===== src/sv/qtrv_isqrt.sv =====
// Pipelined integer square root, one root bit resolved per register stage.
`timescale 1ns / 1ps

module qtrv_isqrt #(
  parameter int W     = 16,
  parameter int TAG_W = 1
) (
  input  logic             clk_i,
  input  logic             rst_ni,
  input  logic             en_i,
  input  logic             valid_i,
  input  logic [2*W-1:0]   rad_i,
  input  logic [TAG_W-1:0] tag_i,
  output logic             valid_o,
  output logic [W-1:0]     root_o,
  output logic [TAG_W-1:0] tag_o
);

  localparam int RW = 2 * W;
  localparam int TW = 2 * W + 1;

  logic [RW-1:0]    rem_in  [W];
  logic [W-1:0]     root_in [W];
  logic [TAG_W-1:0] tag_in  [W];
  logic [W-1:0]     vld_in;

  logic [RW-1:0]    rem_q   [W];
  logic [W-1:0]     root_q  [W];
  logic [TAG_W-1:0] tag_q   [W];
  logic [W-1:0]     vld_q;

  for (genvar s = 0; s < W; s++) begin : g_stage
    localparam int B = W - 1 - s;
    logic [TW-1:0] test;
    logic          ge;
    logic [RW-1:0] rem_d;
    logic [W-1:0]  root_d;

    if (s == 0) begin : g_first
      assign rem_in[s]  = rad_i;
      assign root_in[s] = '0;
      assign tag_in[s]  = tag_i;
      assign vld_in[s]  = valid_i;
    end else begin : g_next
      assign rem_in[s]  = rem_q[s-1];
      assign root_in[s] = root_q[s-1];
      assign tag_in[s]  = tag_q[s-1];
      assign vld_in[s]  = vld_q[s-1];
    end

    // (root + 2^B)^2 - root^2 = root*2^(B+1) + 2^(2B)
    always_comb begin
      test   = (TW'(root_in[s]) << (B + 1)) + (TW'(1) << (2 * B));
      ge     = {1'b0, rem_in[s]} >= test;
      rem_d  = ge ? (rem_in[s] - test[RW-1:0]) : rem_in[s];
      root_d = ge ? (root_in[s] | (W'(1) << B)) : root_in[s];
    end

    always_ff @(posedge clk_i or negedge rst_ni) begin
      if (!rst_ni) begin
        vld_q[s] <= 1'b0;
      end else if (en_i) begin
        vld_q[s] <= vld_in[s];
      end
    end

    always_ff @(posedge clk_i) begin
      if (en_i) begin
        rem_q[s]  <= rem_d;
        root_q[s] <= root_d;
        tag_q[s]  <= tag_in[s];
      end
    end
  end

  assign valid_o = vld_q[W-1];
  assign root_o  = root_q[W-1];
  assign tag_o   = tag_q[W-1];

endmodule


===== config.mk =====
export PLATFORM = sky130hd
export DESIGN_NAME = qtrv_isqrt
export DESIGN_NICKNAME = d
export VERILOG_FILES = /design/src/sv/qtrv_isqrt.sv
export SDC_FILE = /design/constraint.sdc
export NUM_CORES = 1
export LEC_CHECK = 0
export BUFFER_PORTS_ARGS = -buffer_cell sky130_fd_sc_hd__buf_4
export CORE_MARGIN = 2
export CORE_UTILIZATION = 30
export CTS_CLUSTER_DIAMETER = 50
export CTS_CLUSTER_SIZE = 28
export DETAILED_ROUTE_END_ITERATION = 7
export PLACE_DENSITY_LB_ADDON = 0.3
export SLEW_MARGIN = 20
export SYNTH_ARGS = -nofsm -noshare
export SYNTH_HDL_FRONTEND = slang
export SYNTH_SLANG_ARGS = --single-unit

===== constraint.sdc =====
create_clock -name clk_i -period 3.28 [get_ports clk_i]
set_input_delay 0.656 -clock clk_i [delete_from_list [all_inputs] [get_ports clk_i]]
set_output_delay 0.656 -clock clk_i [all_outputs]
set_load 0.02 [all_outputs]

==> key figures <==
Global routing
  • Antenna violations before repair: 0
  • Global routing's busiest layer: met2
  • Met1 Usage GRT: 0.1174
  • GRT overflow: 0
  • First-pass GRT wire length: 95,830 um
  • Met2 Track Usage GR: 0.2222
  • Largest net degree at the start of global routing: 97
  • Number of global-route vias before repair: 18,965
  • Grt met3 use: 0.01981
  • GR Util All Layers: 0.1146

Synth
  • Synth warn: 0
  • Ys flop type: edfxtp_1
  • Avg Inst Size Synth: 13.20 um2
  • Async S/R FF share, synth: 0.02469
  • Seq/Total Area, Yosys: 0.6387
  • Post-synth EDFFs: 632
  • Cell count after synthesis: 2,298
  • Seq cells post-synth: 648
  • Mapped Nets: 2,485
  • Netlist Area Pre-Place: 0.03034 mm2
  • Unique masters post-synth: 88

Place
  • Post-DP HPWL: 42,880 um
  • Placed Instances: 3,662
  • Port Buf Inserts: 54
  • Gp weighted congestion: 0.9631

Die
  • Starting Density: 0.3030
  • Total core area: 0.1001 mm2
  • FP Rows: 116
  • Die footprint: 0.1037 mm2
  • DIE HEIGHT: 322.0 um
  • Io pins: 55
  • Die width: 322.0 um

Clocking
  • CTS tree: done
  • # Post-CTS Setup Buffers: 0
  • Reg clk slew, reported paths: 0.08 ns
  • Htree depth: 3
  • Total CTS buffers: 70
  • Latest clock arrival within the worst-skew pair: 0.65 ns
  • # clock sinks: 648
  • Clk root buf: clkbuf_16
  • Clock Path Buffers: 3

Power and ir drop
  • Worst supply voltage drop on vdd: 0.3708 mV
  • Internal power: 16.39 mW
  • Total power: 22.98 mW
  • Switching share of power: 0.2869
  • Pleak: 13.09 nW
  • Combinational Power Share: 0.161
  • Switching pwr: 6.595 mW
  • Clock Power Share: 0.355
  • PwrDens: 653.8 mW/mm2
  • Flop pwr share: 0.484

Cells and area
  • # fillers: 9,611
  • Diodes inserted: 0
  • Nets: 2,624
  • Share of layout cells above drive strength 1: 0.1190
  • Layout overhead on the synthesized area: 15.85%
  • Post-layout util: 0.3510
  • Final instance count without filler cells: 3,793

STA
  • TNS Setup: 0 ns
  • Fin crit period: 3.081 ns
  • Skew final: 0.03719 ns
  • Final slew viol count: 0
  • Worst-Margin Slew: 0.7005 ns
  • Hold Worst Slack: 0.1846 ns
  • Hold Vio Cnt, Final: 0
  • Peak Freq: 324.6 MHz
  • RSZ-0062 raised after global routing: false
  • Period utilisation layout: 0.9393
  • Slew HR: 0.5290
  • # setup viols final: 0

Critical path
  • Crit Path Class: flop to flop
  • Req. time, crit path: 3.66 ns
  • CP endpoint kind: flop
  • Worst setup SP type: flop
  • Worst Path Arrival: 3.46 ns
  • Worst-path maximum fanout: 23

Routing
  • DR WL/cell: 15.43 um
  • 1st-pass router iterations: 8
  • Initial drt markers: 1,066
  • WL final: 58,520 um
  • Total number of vias: 18,239
  • Vias/cell: 4.809
  • DRC viols: 0
  • DRT antenna net count: 0

Hold path
  • Hold crit path type: input port to flop

Flow run
  • Max-Cap Viols: 0

Outcome
  • Status: completed
## path summary, 6_finish.rpt
kind | startpoint | to | slack [ns] | depth (start not counted)
hold reg to reg | tag_q[0][0]$_DFFE_PP_ | tag_q[0][1]$_DFFE_PP_ | 0.41 | 0
setup / recovery | rem_q[1][177]$_DFFE_PP_ | rem_q[1][206]$_DFFE_PP_ | 0.20 | 10
hold / removal | rad_i[14] | rem_q[0][14]$_DFFE_PP_ | 0.18 | 1
max in group asynchronous | rst_ni | vld_in[8]$_DFFE_PN0P_ | 2.68 | 2
setup reg to reg | rem_q[1][177]$_DFFE_PP_ | rem_q[1][206]$_DFFE_PP_ | 0.20 | 10
min in group asynchronous | rst_ni | valid_o$_DFFE_PN0P_ | 0.41 | 2
## metrics by stage
stage                     setup slack (ns)  instance area, um2
after global routing               0.01154               35150
after global placement             0.05594               32650
final                               0.1990               35150
after floorplan                     0.6588               30340
after CTS                          0.07159               35150
after detailed placement            0.1030               32650
## critical path, stage by stage, from the launching register on
cell,delay (ns)
edfxtp_1,0.41
ha_1,0.44
a2111oi_2,0.65
nand2_1,0.11
a21oi_1,0.17
o211ai_2,0.17
nor2_4,0.32
inv_2,0.19
buf_12,0.20
nor2_1,0.12
a21oi_1,0.05
## timing repair
| item | 4_1_cts | 5_1_grt |
|---|---|---|
| endpoints found under the hold margin | 16 | 0 |
| resized for setup | 0 | 4 |
| hold buffers | 1 | 0 |
| endpoints found under the setup margin | 0 | 10 |
## cell usage after synthesis (28+ instances only)
master	count	area, um2
edfxtp_1	632	18980
a21o_1	28	210.2
nor4_1	72	450.4
nand4_1	32	200.2
a21oi_1	120	600.6
nor3_1	65	325.3
nand3_1	30	150.1
ha_1	150	1877
nor2_1	142	533.0
xor2_1	95	832.1
o21ai_0	105	525.5
o21a_1	31	232.7
mux2_2	29	326.6
nand2_1	119	446.7
xnor2_1	100	875.8
inv_1	179	671.9
## registers in the layout, indices dropped and copies added, names as in the netlist
register	count
valid_o	1
tag_q	16
rem_q	480
vld_in	15
root_q	136
## power by group through the flow
| stage | Combinational, mW | Clock [mW] | Sequential (mW) |
|---|---|---|---|
| 2_1_floorplan | 2.69 | 0 | 11.1 |
| 3_3_place_gp | 3.56 | 0 | 11.3 |
| 3_5_place_dp | 3.67 | 0 | 11.3 |
| 4_1_cts | 3.68 | 8.42 | 11.1 |
| 5_1_grt | 4.15 | 8.74 | 11.3 |
| 6_report | 3.70 | 8.16 | 11.1 |
## final cells by class
cell class | instances | area, um2 | area share
Clock inverter | 56 | 714.4 | 0.02032
Timing Repair Buffer | 98 | 870.8 | 0.02477
Sequential cell | 648 | 19380 | 0.5513
Multi-Input combinational cell | 1436 | 10110 | 0.2876
Clock buffer | 74 | 1767 | 0.05026
Inverter | 183 | 686.9 | 0.01954
Tap cell | 1298 | 1624 | 0.04620
## logic make-up after synthesis
family,Yosys count,share of synthesized area
adder cells (fa/ha/maj),150,0.06185
AO/OA/AOI/OAI,401,0.08379
flip-flops,648,0.6387
XOR/XNOR,195,0.05629
multiplexers,39,0.01456
buffers and inverters,214,0.02858
AND/OR/NAND/NOR,651,0.1163
## routing by layer
| metal | part of all wire | up-vias |
|---|---|---|
| li1 | - | 8944 |
| met1 | 0.38 | 8684 |
| met2 | 0.54 | 458 |
| met3 | 0.035 | 153 |
| met4 | 0.041 | 0 |
| met5 | 0 | - |
## layout by cell type (no fill, tap or decap), types with 86 or more instances in the layout
cell type / netlist / routed
a21oi_1: 120 / 120
nor2_1: 142 / 142
edfxtp_1: 632 / 632
xnor2_1: 100 / 100
buf_4: 4 / 86
xor2_1: 95 / 95
inv_1: 179 / 179
ha_1: 150 / 150
o21ai_0: 105 / 104
nand2_1: 119 / 119
No activity file was read; power rests on OpenSTA's default activity.
